## src/rtl/mva_pkg.sv

```systemverilog
// ---------------------------------------------------------------------------
// mva_pkg
// Shared types and constants of the mixer voice allocator.
// ---------------------------------------------------------------------------
package mva_pkg;

  localparam int MaxVoices = 16;
  localparam int VoiceW    = $clog2(MaxVoices);
  localparam int CountW    = $clog2(MaxVoices + 1);

  localparam logic [1:0] MODE_PLAY   = 2'd0;
  localparam logic [1:0] MODE_FINISH = 2'd1;
  localparam logic [1:0] MODE_STOPID = 2'd2;
  localparam logic [1:0] MODE_GROUP  = 2'd3;

  localparam logic [1:0] ST_DONE     = 2'd0;
  localparam logic [1:0] ST_NO_VOICE = 2'd1;
  localparam logic [1:0] ST_IGNORED  = 2'd2;

  localparam logic [1:0] REG_VOICES  = 2'd0;
  localparam logic [1:0] REG_RATE    = 2'd1;
  localparam logic [1:0] REG_DIVISOR = 2'd2;

  typedef struct packed {
    logic [1:0]  mode;
    logic [9:0]  sound_index;
    logic [31:0] sample_bytes;
    logic        loop_forever;
    logic [15:0] group_tag;
    logic [31:0] now_ms;
    logic [3:0]  voice_in;
    logic [31:0] play_id_in;
  } req_t;

  typedef struct packed {
    logic [1:0]  status;
    logic [3:0]  voice_out;
    logic        stole_voice;
    logic [31:0] play_id_out;
    logic [4:0]  freed_count;
  } rsp_t;

  typedef enum logic [2:0] {
    S_IDLE, S_DIV1, S_DIV2, S_SCAN, S_COMMIT, S_OUT
  } state_t;

  // controller to datapath
  typedef struct packed {
    logic load;      // capture request, start first division
    logic div_step;  // one quotient bit
    logic div2_init; // start second division
    logic scan_init;
    logic scan_step;
    logic commit;
  } cmd_t;

  // datapath to controller
  typedef struct packed {
    logic div_done;
    logic scan_done;
    logic is_play;
  } sts_t;

endpackage

```

## src/rtl/mva_if.sv

```systemverilog
// ---------------------------------------------------------------------------
// mva_req_if / mva_rsp_if
// Valid/ready channels carrying requests and results.
// ---------------------------------------------------------------------------
interface mva_req_if import mva_pkg::*; ();
  logic valid;
  logic ready;
  req_t data;
  modport source (output valid, output data, input ready);
  modport sink   (input valid, input data, output ready);
endinterface

interface mva_rsp_if import mva_pkg::*; ();
  logic valid;
  logic ready;
  rsp_t data;
  modport source (output valid, output data, input ready);
  modport sink   (input valid, input data, output ready);
endinterface

```

## src/rtl/mixer_voice_allocator_core.sv

```systemverilog
// ---------------------------------------------------------------------------
// mixer_voice_allocator_core
// Mixer voice allocation with stealing, APB register port.
// ---------------------------------------------------------------------------
//  channel | dir | contents
//  req     | in  | mode, sound, bytes, loop, group, time, voice, id
//  rsp     | out | status, voice, stolen, id, freed count
//  apb     | in  | voices_in_use, sample_rate_hz, bytes_divisor
//
// Play runs two 42-step restoring divisions, then a scan of one voice per
// cycle, a commit and the result hand-off; other modes skip the divisions.
// One request in flight; the result is held until taken.
// rst is synchronous, clears the voice table and registers to defaults.
module mixer_voice_allocator_core import mva_pkg::*; (
  input  logic        clk,
  input  logic        rst,
  mva_req_if.sink     req,
  mva_rsp_if.source   rsp,
  input  logic        psel,
  input  logic        penable,
  input  logic        pwrite,
  input  logic [3:0]  paddr,
  input  logic [31:0] pwdata,
  output logic [31:0] prdata,
  output logic        pready
);

  logic [4:0]  voices_in_use;
  logic [17:0] sample_rate_hz;
  logic [15:0] bytes_divisor;
  cmd_t        cmd;
  sts_t        sts;
  logic [1:0]  reg_sel;

  assign pready  = 1'b1;
  assign reg_sel = paddr[3:2];

  // write registers
  always_ff @(posedge clk) begin
    if (rst) begin
      voices_in_use  <= 5'd16;
      sample_rate_hz <= 18'd44100;
      bytes_divisor  <= 16'd4;
    end else if (psel && penable && pwrite) begin
      case (reg_sel)
        REG_VOICES:  voices_in_use  <= pwdata[4:0];
        REG_RATE:    sample_rate_hz <= pwdata[17:0];
        REG_DIVISOR: bytes_divisor  <= pwdata[15:0];
        default:     ;
      endcase
    end
  end

  // read mux
  always_comb begin
    case (reg_sel)
      REG_VOICES:  prdata = 32'(voices_in_use);
      REG_RATE:    prdata = 32'(sample_rate_hz);
      REG_DIVISOR: prdata = 32'(bytes_divisor);
      default:     prdata = '0;
    endcase
  end

  mva_ctrl u_ctrl (
    .clk       (clk),
    .rst       (rst),
    .in_valid  (req.valid),
    .in_ready  (req.ready),
    .out_valid (rsp.valid),
    .out_ready (rsp.ready),
    .sts       (sts),
    .cmd       (cmd)
  );

  mva_datapath u_dp (
    .clk            (clk),
    .rst            (rst),
    .cmd            (cmd),
    .sts            (sts),
    .req_in         (req.data),
    .voices_in_use  (voices_in_use),
    .sample_rate_hz (sample_rate_hz),
    .bytes_divisor  (bytes_divisor),
    .rsp            (rsp.data)
  );

  // no new request while a result waits
  a_no_overlap: assert property (@(posedge clk) disable iff (rst)
    rsp.valid |-> !req.ready) else $error("request taken with result pending");

  // a result only after a commit
  a_out_after_commit: assert property (@(posedge clk) disable iff (rst)
    $rose(rsp.valid) |-> $past(cmd.commit)) else $error("result without commit");

  // a done result with id zero and nothing freed never reports a stolen voice
  a_nonzero_id: assert property (@(posedge clk) disable iff (rst)
    rsp.valid && rsp.data.status == ST_DONE && rsp.data.freed_count == 5'd0 &&
    rsp.data.play_id_out == 32'd0 |-> rsp.data.stole_voice == 1'b0)
    else $error("play id zero");

endmodule

```

## src/rtl/mva_ctrl.sv

```systemverilog
// ---------------------------------------------------------------------------
// mva_ctrl
// Sequencer: divisions, voice scan, commit, result hand-off.
// ---------------------------------------------------------------------------
module mva_ctrl import mva_pkg::*; (
  input  logic   clk,
  input  logic   rst,
  input  logic   in_valid,
  output logic   in_ready,
  output logic   out_valid,
  input  logic   out_ready,
  input  sts_t   sts,
  output cmd_t   cmd
);

  state_t state, state_next;

  // hold state
  always_ff @(posedge clk) begin
    if (rst) state <= S_IDLE;
    else     state <= state_next;
  end

  // next state and commands
  always_comb begin
    state_next = state;
    cmd        = '0;
    in_ready   = 1'b0;
    out_valid  = 1'b0;
    case (state)
      S_IDLE: begin
        in_ready = 1'b1;
        if (in_valid) begin
          cmd.load   = 1'b1;
          state_next = S_DIV1;
        end
      end
      S_DIV1: begin
        if (!sts.is_play) begin
          cmd.scan_init = 1'b1;
          state_next    = S_SCAN;
        end else if (sts.div_done) begin
          cmd.div2_init = 1'b1;
          state_next    = S_DIV2;
        end else begin
          cmd.div_step = 1'b1;
        end
      end
      S_DIV2: begin
        if (sts.div_done) begin
          cmd.scan_init = 1'b1;
          state_next    = S_SCAN;
        end else begin
          cmd.div_step = 1'b1;
        end
      end
      S_SCAN: begin
        if (sts.scan_done) state_next = S_COMMIT;
        else               cmd.scan_step = 1'b1;
      end
      S_COMMIT: begin
        cmd.commit = 1'b1;
        state_next = S_OUT;
      end
      S_OUT: begin
        out_valid = 1'b1;
        if (out_ready) state_next = S_IDLE;
      end
      default: state_next = S_IDLE;
    endcase
  end

endmodule

```

## src/rtl/mva_datapath.sv

```systemverilog
// ---------------------------------------------------------------------------
// mva_datapath
// Voice table, shift-subtract divider and sequential voice scan.
// ---------------------------------------------------------------------------
module mva_datapath import mva_pkg::*; (
  input  logic        clk,
  input  logic        rst,
  input  cmd_t        cmd,
  output sts_t        sts,
  input  req_t        req_in,
  input  logic [4:0]  voices_in_use,
  input  logic [17:0] sample_rate_hz,
  input  logic [15:0] bytes_divisor,
  output rsp_t        rsp
);

  localparam int NumW = 42;  // 1000 * 2^32 fits 42 bits
  localparam int CntW = $clog2(NumW + 1);

  req_t req;

  // voice table
  logic [MaxVoices-1:0] busy;
  logic [MaxVoices-1:0] loops;
  logic [9:0]  vsound [MaxVoices];
  logic [15:0] vgroup [MaxVoices];
  logic [31:0] vend   [MaxVoices];  // start + length
  logic [31:0] vid    [MaxVoices];
  logic [31:0] id_counter;

  // divider
  logic [NumW-1:0] quo;
  logic [17:0]     rem;
  logic [17:0]     dvs;
  logic [CntW-1:0] div_cnt;
  logic [18:0]     rem_sh;
  logic            div_zero;

  // scan
  logic [VoiceW:0]     idx;
  logic [CountW-1:0]   n;
  logic                f_idle, f_same, f_any;
  logic [VoiceW-1:0]   c_idle, c_same, c_any;
  logic [31:0]         best;
  logic [CountW-1:0]   freed;
  logic [VoiceW-1:0]   vi;
  logic [31:0]         key;
  logic                hit_group;

  assign n  = (voices_in_use > 5'(MaxVoices)) ? CountW'(MaxVoices)
                                              : CountW'(voices_in_use);
  assign vi = idx[VoiceW-1:0];
  assign key = (vend[vi] - req.now_ms) ^ 32'h8000_0000;
  assign hit_group = busy[vi] && (req.group_tag == 16'd0 || vgroup[vi] == req.group_tag);
  assign rem_sh = {rem, quo[NumW-1]};

  assign sts.div_done  = (div_cnt == CntW'(NumW));
  assign sts.scan_done = (CountW'(idx) >= n);
  assign sts.is_play   = (req.mode == MODE_PLAY);

  // capture request; divider shifts
  always_ff @(posedge clk) begin
    if (cmd.load) begin
      req      <= req_in;
      quo      <= NumW'(req_in.sample_bytes) * NumW'(1000);
      rem      <= '0;
      dvs      <= 18'(bytes_divisor);
      div_cnt  <= '0;
      div_zero <= (bytes_divisor == 16'd0) || (sample_rate_hz == 18'd0);
    end else if (cmd.div2_init) begin
      rem     <= '0;
      dvs     <= sample_rate_hz;
      div_cnt <= '0;
    end else if (cmd.div_step) begin
      div_cnt <= div_cnt + 1'b1;
      if (rem_sh >= {1'b0, dvs}) begin
        rem <= 18'(rem_sh - {1'b0, dvs});
        quo <= {quo[NumW-2:0], 1'b1};
      end else begin
        rem <= rem_sh[17:0];
        quo <= {quo[NumW-2:0], 1'b0};
      end
    end
  end

  // advance scan one voice a cycle
  always_ff @(posedge clk) begin
    if (cmd.scan_init) begin
      idx    <= '0;
      f_idle <= 1'b0;
      f_same <= 1'b0;
      f_any  <= 1'b0;
      c_idle <= '0;
      c_same <= '0;
      c_any  <= '0;
      best   <= '0;
      freed  <= '0;
    end else if (cmd.scan_step) begin
      idx <= idx + 1'b1;
      if (!busy[vi] && !f_idle) begin
        f_idle <= 1'b1;
        c_idle <= vi;
      end
      if (vsound[vi] == req.sound_index && !loops[vi] && (!f_same || key < best)) begin
        f_same <= 1'b1;
        c_same <= vi;
        best   <= key;
      end
      if (!loops[vi] && !f_any) begin
        f_any <= 1'b1;
        c_any <= vi;
      end
      if (hit_group) freed <= freed + 1'b1;
    end
  end

  // commit: table update and result
  logic [31:0]       next_id;
  logic [31:0]       dur;
  logic              found;
  logic [VoiceW-1:0] ch;
  logic              vin_ok;
  rsp_t              rsp_next;

  always_comb begin
    next_id = id_counter + 32'd1;
    if (next_id == 32'd0) next_id = 32'd1;
    dur = (div_zero || quo[NumW-1:32] != '0) ? 32'hFFFF_FFFF : quo[31:0];
    found = f_idle || f_same || f_any;
    ch = f_idle ? c_idle : (f_same ? c_same : c_any);
    vin_ok = (CountW'(req.voice_in) < n) && busy[req.voice_in[VoiceW-1:0]] &&
             (req.mode == MODE_FINISH || vid[req.voice_in[VoiceW-1:0]] == req.play_id_in);
    // build the result
    rsp_next = '0;
    case (req.mode)
      MODE_PLAY: begin
        if (!found) begin
          rsp_next.status = ST_NO_VOICE;
        end else begin
          rsp_next.voice_out   = 4'(ch);
          rsp_next.stole_voice = !f_idle;
          rsp_next.play_id_out = next_id;
        end
      end
      MODE_FINISH, MODE_STOPID: begin
        if (vin_ok) rsp_next.freed_count = 5'd1;
        else        rsp_next.status      = ST_IGNORED;
      end
      MODE_GROUP: rsp_next.freed_count = 5'(freed);
      default:    rsp_next = '0;
    endcase
  end

  // reset clears the whole voice table and id counter; commit updates them
  always_ff @(posedge clk) begin
    if (rst) begin
      busy       <= '0;
      loops      <= '0;
      id_counter <= '0;
      for (int i = 0; i < MaxVoices; i++) begin
        vsound[i] <= '0;
        vgroup[i] <= '0;
        vend[i]   <= '0;
        vid[i]    <= '0;
      end
    end else if (cmd.commit) begin
      rsp <= rsp_next;
      case (req.mode)
        MODE_PLAY: begin
          if (found) begin
            id_counter  <= next_id;
            busy[ch]    <= 1'b1;
            loops[ch]   <= req.loop_forever;
            vsound[ch]  <= req.sound_index;
            vgroup[ch]  <= req.group_tag;
            vend[ch]    <= req.now_ms + dur;
            vid[ch]     <= next_id;
          end
        end
        MODE_FINISH, MODE_STOPID: begin
          if (vin_ok) begin
            busy[req.voice_in[VoiceW-1:0]]   <= 1'b0;
            loops[req.voice_in[VoiceW-1:0]]  <= 1'b0;
            vsound[req.voice_in[VoiceW-1:0]] <= '0;
            vgroup[req.voice_in[VoiceW-1:0]] <= '0;
            vend[req.voice_in[VoiceW-1:0]]   <= '0;
            vid[req.voice_in[VoiceW-1:0]]    <= '0;
          end
        end
        MODE_GROUP: begin
          for (int i = 0; i < MaxVoices; i++) begin
            if (i < int'(n) && busy[i] &&
                (req.group_tag == 16'd0 || vgroup[i] == req.group_tag)) begin
              busy[i]   <= 1'b0;
              loops[i]  <= 1'b0;
              vsound[i] <= '0;
              vgroup[i] <= '0;
              vend[i]   <= '0;
              vid[i]    <= '0;
            end
          end
        end
        default: ;
      endcase
    end
  end

endmodule

```

## src/flat_wrapper.sv

```systemverilog
// flat-port wrapper written by rule: the top's interface ports become plain ports
module mixer_voice_allocator_core_flat import mva_pkg::*;
  (clk, rst, psel, penable, pwrite, paddr, pwdata, prdata, pready, req_valid, req_data, req_ready, rsp_valid, rsp_data, rsp_ready);
  mva_req_if req_i ();
  mva_rsp_if rsp_i ();
  input  logic clk;
  input  logic rst;
  input  logic psel;
  input  logic penable;
  input  logic pwrite;
  input  logic [3:0] paddr;
  input  logic [31:0] pwdata;
  output logic [31:0] prdata;
  output logic pready;
  input wire logic [$bits(req_i.valid)-1:0] req_valid;
  input wire logic [$bits(req_i.data)-1:0] req_data;
  output wire logic [$bits(req_i.ready)-1:0] req_ready;
  output wire logic [$bits(rsp_i.valid)-1:0] rsp_valid;
  output wire logic [$bits(rsp_i.data)-1:0] rsp_data;
  input wire logic [$bits(rsp_i.ready)-1:0] rsp_ready;
  assign req_i.valid = req_valid;
  assign req_i.data = req_data;
  assign req_ready = req_i.ready;
  assign rsp_valid = rsp_i.valid;
  assign rsp_data = rsp_i.data;
  assign rsp_i.ready = rsp_ready;
  mixer_voice_allocator_core u_core (.clk(clk), .rst(rst), .req(req_i), .rsp(rsp_i), .psel(psel), .penable(penable), .pwrite(pwrite), .paddr(paddr), .pwdata(pwdata), .prdata(prdata), .pready(pready));
endmodule
```

## config.mk

```make
export PLATFORM = sky130hd
export DESIGN_NAME = mixer_voice_allocator_core_flat
export DESIGN_NICKNAME = d
export VERILOG_FILES = /design/src/rtl/mva_pkg.sv /design/src/rtl/mva_if.sv /design/src/rtl/mixer_voice_allocator_core.sv /design/src/rtl/mva_ctrl.sv /design/src/rtl/mva_datapath.sv /design/src/flat_wrapper.sv
export SDC_FILE = /design/constraint.sdc
export NUM_CORES = 2
export LEC_CHECK = 0
export BUFFER_PORTS_ARGS = -buffer_cell sky130_fd_sc_hd__buf_2
export CAP_MARGIN = 20
export CORE_MARGIN = 3
export CORE_UTILIZATION = 63
export CTS_BUF_LIST = sky130_fd_sc_hd__clkbuf_16
export CTS_CLUSTER_SIZE = 25
export DETAILED_ROUTE_END_ITERATION = 10
export HOLD_SLACK_MARGIN = 0.06
export PLACE_DENSITY = 0.8
export SETUP_SLACK_MARGIN = 0.05
export SYNTH_ARGS = -nofsm -noshare
export SYNTH_HDL_FRONTEND = slang
export SYNTH_SLANG_ARGS = --single-unit
```

## constraint.sdc

```tcl
create_clock -name clk -period 8.69 [get_ports clk]
set_input_delay 0.4345 -clock clk [delete_from_list [all_inputs] [get_ports clk]]
set_output_delay 0.4345 -clock clk [all_outputs]
set_load 0.05 [all_outputs]
```

Word-level counts from Yosys, hierarchy flattened
Memories as Yosys holds them, arrays and structs flattened. A register that Yosys moved wholly into a read port is not among the register bits.
Cells that the tools add are included.

word-level totals
  output and inout bits = 79
  register bits = 389
  RAM bits = 1440
  bits of input ports = 172
  memories = 4

operators by class
  equal/unequal tests = 54
  reduce and logical (&&, ||, !) cells = 120
  multiply operators = 1
  bitwise gates (word level) = 71
  magnitude comparators = 26
  multiplexer cells = 259
  add/sub/neg operators = 7

memory list
  memory              depth  bits a word  read ports  clocked after memory_dff  write ports  RTL line            source
  u_core.u_dp.vend    16     32           1           1                         16           mva_datapath.sv:27  logic [31:0] vend [MaxVoices];
  u_core.u_dp.vid     16     32           1           1                         16           mva_datapath.sv:28  logic [31:0] vid [MaxVoices];
  u_core.u_dp.vgroup  16     16           17          1                         16           mva_datapath.sv:26  logic [15:0] vgroup [MaxVoices];
  u_core.u_dp.vsound  16     10           1           1                         16           mva_datapath.sv:25  logic [9:0] vsound [MaxVoices];

operator list
  operator                                                              number
  32-bit 2-to-1 mux                                                     38
  16-bit 2-to-1 mux                                                     24
  16-bit == test                                                        17
  10-bit 2-to-1 mux                                                     18
  1-bit 2-to-1 mux                                                      135
  32-bit OR reduction                                                   4
  42-bit 2-to-1 mux                                                     3
  16-bit case mux with 3 select lines                                   2
  4-bit 2-to-1 mux                                                      17
  1-bit OR                                                              64
  4-bit AND reduction                                                   16
  18-bit case mux with 3 select lines                                   1
  1-bit logical AND                                                     43
  4-bit by 5-bit < comparator with 1-bit output, first input constant   8
  2-bit != test, second input constant                                  20
  32-bit by 7-bit multiplier with 39-bit output, second input constant  1
  32-bit by 1-bit adder with 32-bit output, second input constant       1
  32-bit adder                                                          1
  16-bit AND                                                            2
  32-bit == test                                                        1
  16-bit zero test                                                      2
  32-bit zero test                                                      1
  32-bit < comparator                                                   1
  16-bit OR reduction                                                   2
  other kinds (48)                                                      116

Depth between registers and ports, before layout
  depth after elaboration = 13
  depth in mapped cells = 32
  mapped depth without buffers = 25

Hierarchy
Synthesis repeated with hierarchy kept, for this count alone.

unflattened totals
  cells, all modules = 7453
  area total of the unflattened synthesis = 93948.9 um^2

by module, submodules not included
  module                      times used  cells each  area an instance (um^2)  seq. area each (um^2)
  mva_datapath                1           7202        91625.4                  52320.2
  mixer_voice_allocator_core  1           213         2014.4                   780.7
  mva_ctrl                    1           38          309.0                    60.1

Worst setup path after synthesis
OpenSTA, ideal clock, no wires.

  kind = register to register
  from = reg (tool-made name)
  to = reg u_core.u_dp.c_same[0]
  stages on the path, launching flop included = 33
  buffers on the path = 8
  data required time = 8.562 ns
  slack = 0.653 ns
  arrival time = 7.909 ns
  path through = dfxtp_1 buf_2 buf_1 clkbuf_1 buf_2 buf_2 buf_1 buf_1 mux4_2 mux4_2 ha_1 a21o_1 a31oi_1 nand3_1 o311a_1 a311oi_1 o21bai_1 a21o_1 a21oi_1 xnor2_1 ha_1 a21o_1 a21oi_1 nor2b_1 o21ai_0 a21oi_1 a211oi_1 a311oi_1 o21ai_0 nand2_1 buf_1 mux2i_1 nor2_1

RTL lines
  element                 RTL line             source
  end signal: assignment  mva_datapath.sv:106  c_same <= vi;
  end: declaration        mva_datapath.sv:43   logic [VoiceW-1:0] c_idle, c_same, c_any;

==> flow_metrics.tcl <==
set metrics [dict create \
    status "finished, final reports clean" \
    cp.required_ns 9.37 \
    first_pass_iters 8 \
    fin_crit_ns 7.814 \
    synth_edf_count 1637 \
    drive_gt1_frac 0.1493 \
    ctsResizeCount 0 \
    setup-tns-final_ns 0 \
    clk_latency_ns 0.85 \
    clk_pin_slew_ns 0.06 \
    tritoncts "done" \
    h-tree-depth 4 \
    grt.total_usage 0.3628 \
    rr_endpoint "u_core.u_dp.c_same[0]" \
    rsz0062_at_grt "false" \
    design.core.area_mm2 0.1461 \
    synth_most_common_cell "nor2_1" \
    hold_viol 0 \
    syn_avg_cell_area_um2 12.51 \
    place.gp.congestion 0.9490 \
    p_leak_nw 37.87 \
    holdWs_ns 0.09494 \
    clkPwrFrac 0.289 \
    place_hpwl_um 159600 \
    cp-start-kind "flop" \
    io_pins 251 \
    wire_per_inst_um 28.73 \
    path_class "reg2reg" \
    p_per_area_mw_per_mm2 267.3 \
    port_buffers 219 \
    area_growth_syn_to_layout_pct 10.42 \
    fmax_mhz 128.0 \
    clk_path_buf_depth 3 \
    grt_pass1_vias 64730 \
    switching_power_mw 9.306 \
    first_iter_violations 9137 \
    synthFlopType "edfxtp_1" \
    die_width_um 390.1 \
    tightest_slew_ns 1.229 \
    wl_um 276200 \
    p_comb_frac 0.315 \
    num-fill-cells 9498 \
    synth_cell_types 75 \
    cp_max_fo 42 \
    cp_data_arrival_time_ns 8.49 \
    p_int_mw 18.13 \
    timing.final.crit_share 0.8992 \
    vias_per_cell 6.716 \
    finalMaxSlewViolations 0 \
    holdPathEnd "u_core.sample_rate_hz[9]" \
    antenna_found_initial 16 \
    relSlewSlack 0.1805 \
    utilization 0.7026 \
    maxCapViolations 0 \
    vias 64580 \
    root_buffer "clkbuf_16" \
    hp-start "penable" \
    rows 140 \
    grt_pass1_wl_um 407800 \
    cts_buffers 184 \
    synth-seq-area-share 0.5719 \
    dp_slack_ns 0.8862 \
    ff2ff_setup_slack_ns 0.88 \
    swShare 0.3392 \
    holdPathStages 5 \
    die_area_mm2 0.1522 \
    cp-end-kind "flop" \
    globalRouteOverflowTotal 0 \
    fin_skew_ns 0.05391 \
    nets 8051 \
    yosys_warnings 0 \
    yosysTopAreaCell "edfxtp_1" \
    fin_ws_ns 0.8763 \
    ys_top_cells_by_area "edfxtp_1 53%, mux4_2 10%, nor2_1 6.8%, dfxtp_1 4.3%, xor2_1 3.5%" \
    power_frac_seq 0.397 \
    fp.dieH_um 390.1 \
    fin_cells 9615 \
    syn_area_mm2 0.09296 \
    drc 0 \
    async_reset_ff_frac 0 \
    ys_top_cells_by_count "1676 x nor2_1, 1637 x edfxtp_1, 421 x mux4_2" \
    start_util 0.6363 \
    place_inst 9155 \
    grt_max_degree 105 \
    setup_viol 0 \
    antenna_left 0 \
    rr_worst_depth 24 \
    ir_drop_v 0.0002309 \
    cts_sinks 1837 \
    syn_inst 7432 \
    synth_top_area_frac 0.5288 \
    ys_ff_latch 1837 \
    hold_class "in2reg" \
]
==> registers in the layout, summed over array words and instances, names as in the netlist, 6 cells and up, named ones only <==
| register | count |
|---|---|
| u_core.u_dp.quo | 42 |
| u_core.u_dp.vsound | 160 |
| u_core.u_dp.div_cnt | 6 |
| u_core.u_dp.dvs | 18 |
| u_core.u_dp.req | 97 |
| u_core.u_dp.busy | 16 |
| u_core.sample_rate_hz | 18 |
| u_core.u_dp.rsp | 44 |
| u_core.u_dp.vend | 512 |
| u_core.u_dp.best | 32 |
| u_core.u_dp.vid | 512 |
| u_core.u_dp.id_counter | 32 |
| u_core.bytes_divisor | 16 |
| u_core.u_dp.vgroup | 256 |
| u_core.u_dp.rem | 18 |
==> stage by stage <==
stage	total power [mW]	area [um^2]
after floorplan	17.12	93010
after global placement	19.19	95420
after detailed placement	19.41	95450
after CTS	27.30	102600
after global routing	28.55	102600
final	27.44	102600
==> cells in the final DEF, fill, tap and decap left out, types with 18 or more instances in the layout <==
cell,instances
nand2b_1,20
dlygate4sd3_1,117
clkinv_1,48
o21a_1,22
or2_2,47
clkinv_2,28
nor2_1,1674
nor4_1,90
a31oi_1,27
and3_1,27
fa_1,121
or3_1,30
ha_1,215
nand2_1,398
clkbuf_16,186
a211oi_1,44
nand4_1,73
mux2i_1,125
inv_1,343
nand2_2,22
a21oi_1,222
xor2_1,367
a21o_1,69
nor2b_1,62
o21bai_1,19
a22o_1,18
edfxtp_1,1637
buf_2,218
xnor2_1,146
buf_12,32
mux4_2,421
nand3_1,81
nor3_1,66
dfxtp_1,192
o21ai_0,137
buf_4,87
==> logic make-up after synthesis <==
logic type / Yosys count / share of synthesized area
AOI/OAI and AO/OA: 691 / 0.04727
xor gates and xnor gates: 513 / 0.04833
adders and majority gates: 336 / 0.05500
buffers and inverters: 855 / 0.04127
DFF: 1837 / 0.5719
muxes: 546 / 0.1155
other: 2 / 0.00008079
and+or+nand+nor: 2652 / 0.1207
==> power by group through the flow <==
stage	combinational [mW]	sequential [mW]	clock, mW
floorplan	6.42	10.7	0
global placement	8.18	11.0	0
detailed placement	8.37	11.0	0
CTS	8.52	10.9	7.92
global route	9.36	10.9	8.26
finish	8.63	10.9	7.92
==> layer usage <==
layer | routed length, um | vias to the layer above | part of all wire | GRT usage
met5 | 75 | - | 0.00027 | 0
met4 | 15150 | 12 | 0.055 | 0.1730
met3 | 39840 | 1045 | 0.14 | 0.1018
met2 | 128100 | 5341 | 0.46 | 0.5632
met1 | 93080 | 31460 | 0.34 | 0.4777
li1 | - | 26720 | - | -
==> worst max-delay path by stage <==
| stage | slack (ns) | to |
|---|---|---|
| global route | 0.55 | u_core.u_dp.c_same[0] |
| detailed placement | 0.89 | u_core.u_dp.best[3] |
| finish | 0.88 | u_core.u_dp.c_same[0] |
| CTS | 0.85 | u_core.u_dp.best[3] |
| floorplan | 0.65 | u_core.u_dp.c_same[0] |
| global placement | 0.98 | u_core.u_dp.c_same[1] |
==> area by class of cell <==
cell class | instances | area (um^2) | share of cell area
Tap cell | 1917 | 2399 | 0.02337
Inverter | 309 | 1165 | 0.01135
Multi-Input combinational cell | 4753 | 36300 | 0.3537
Antenna cell | 3 | 7.507 | 0.00007314
Sequential cell | 1837 | 53190 | 0.5182
Timing Repair Buffer | 458 | 3593 | 0.03501
Clock buffer | 186 | 4654 | 0.04534
Clock inverter | 152 | 1335 | 0.01301
==> worst max-delay path: stages (launching register included) <==
cell,delay [ns]
dfxtp_4,0.76
buf_4,0.36
buf_4,0.29
mux4_2,0.53
mux4_2,0.55
ha_1,0.38
a21o_1,0.20
a21o_1,0.20
a211o_1,0.29
a41oi_1,0.25
o21ai_0,0.24
a31oi_1,0.35
o221ai_1,0.28
nor4_1,0.23
nor3_1,0.10
xnor2_1,0.18
inv_1,0.07
ha_1,0.27
nand4_1,0.25
o21ai_0,0.48
o21ai_0,0.26
nand2_2,0.13
buf_4,0.55
mux2i_1,0.29
nor2_1,0.06
==> timing repair <==
action / in CTS / in global routing
endpoints found under the hold margin: 142 / 0
buffers inserted: 0 / 0
setup endpoints to repair: 0 / 0
hold buffers: 117 / 0
No activity file was read; power rests on OpenSTA's default activity.
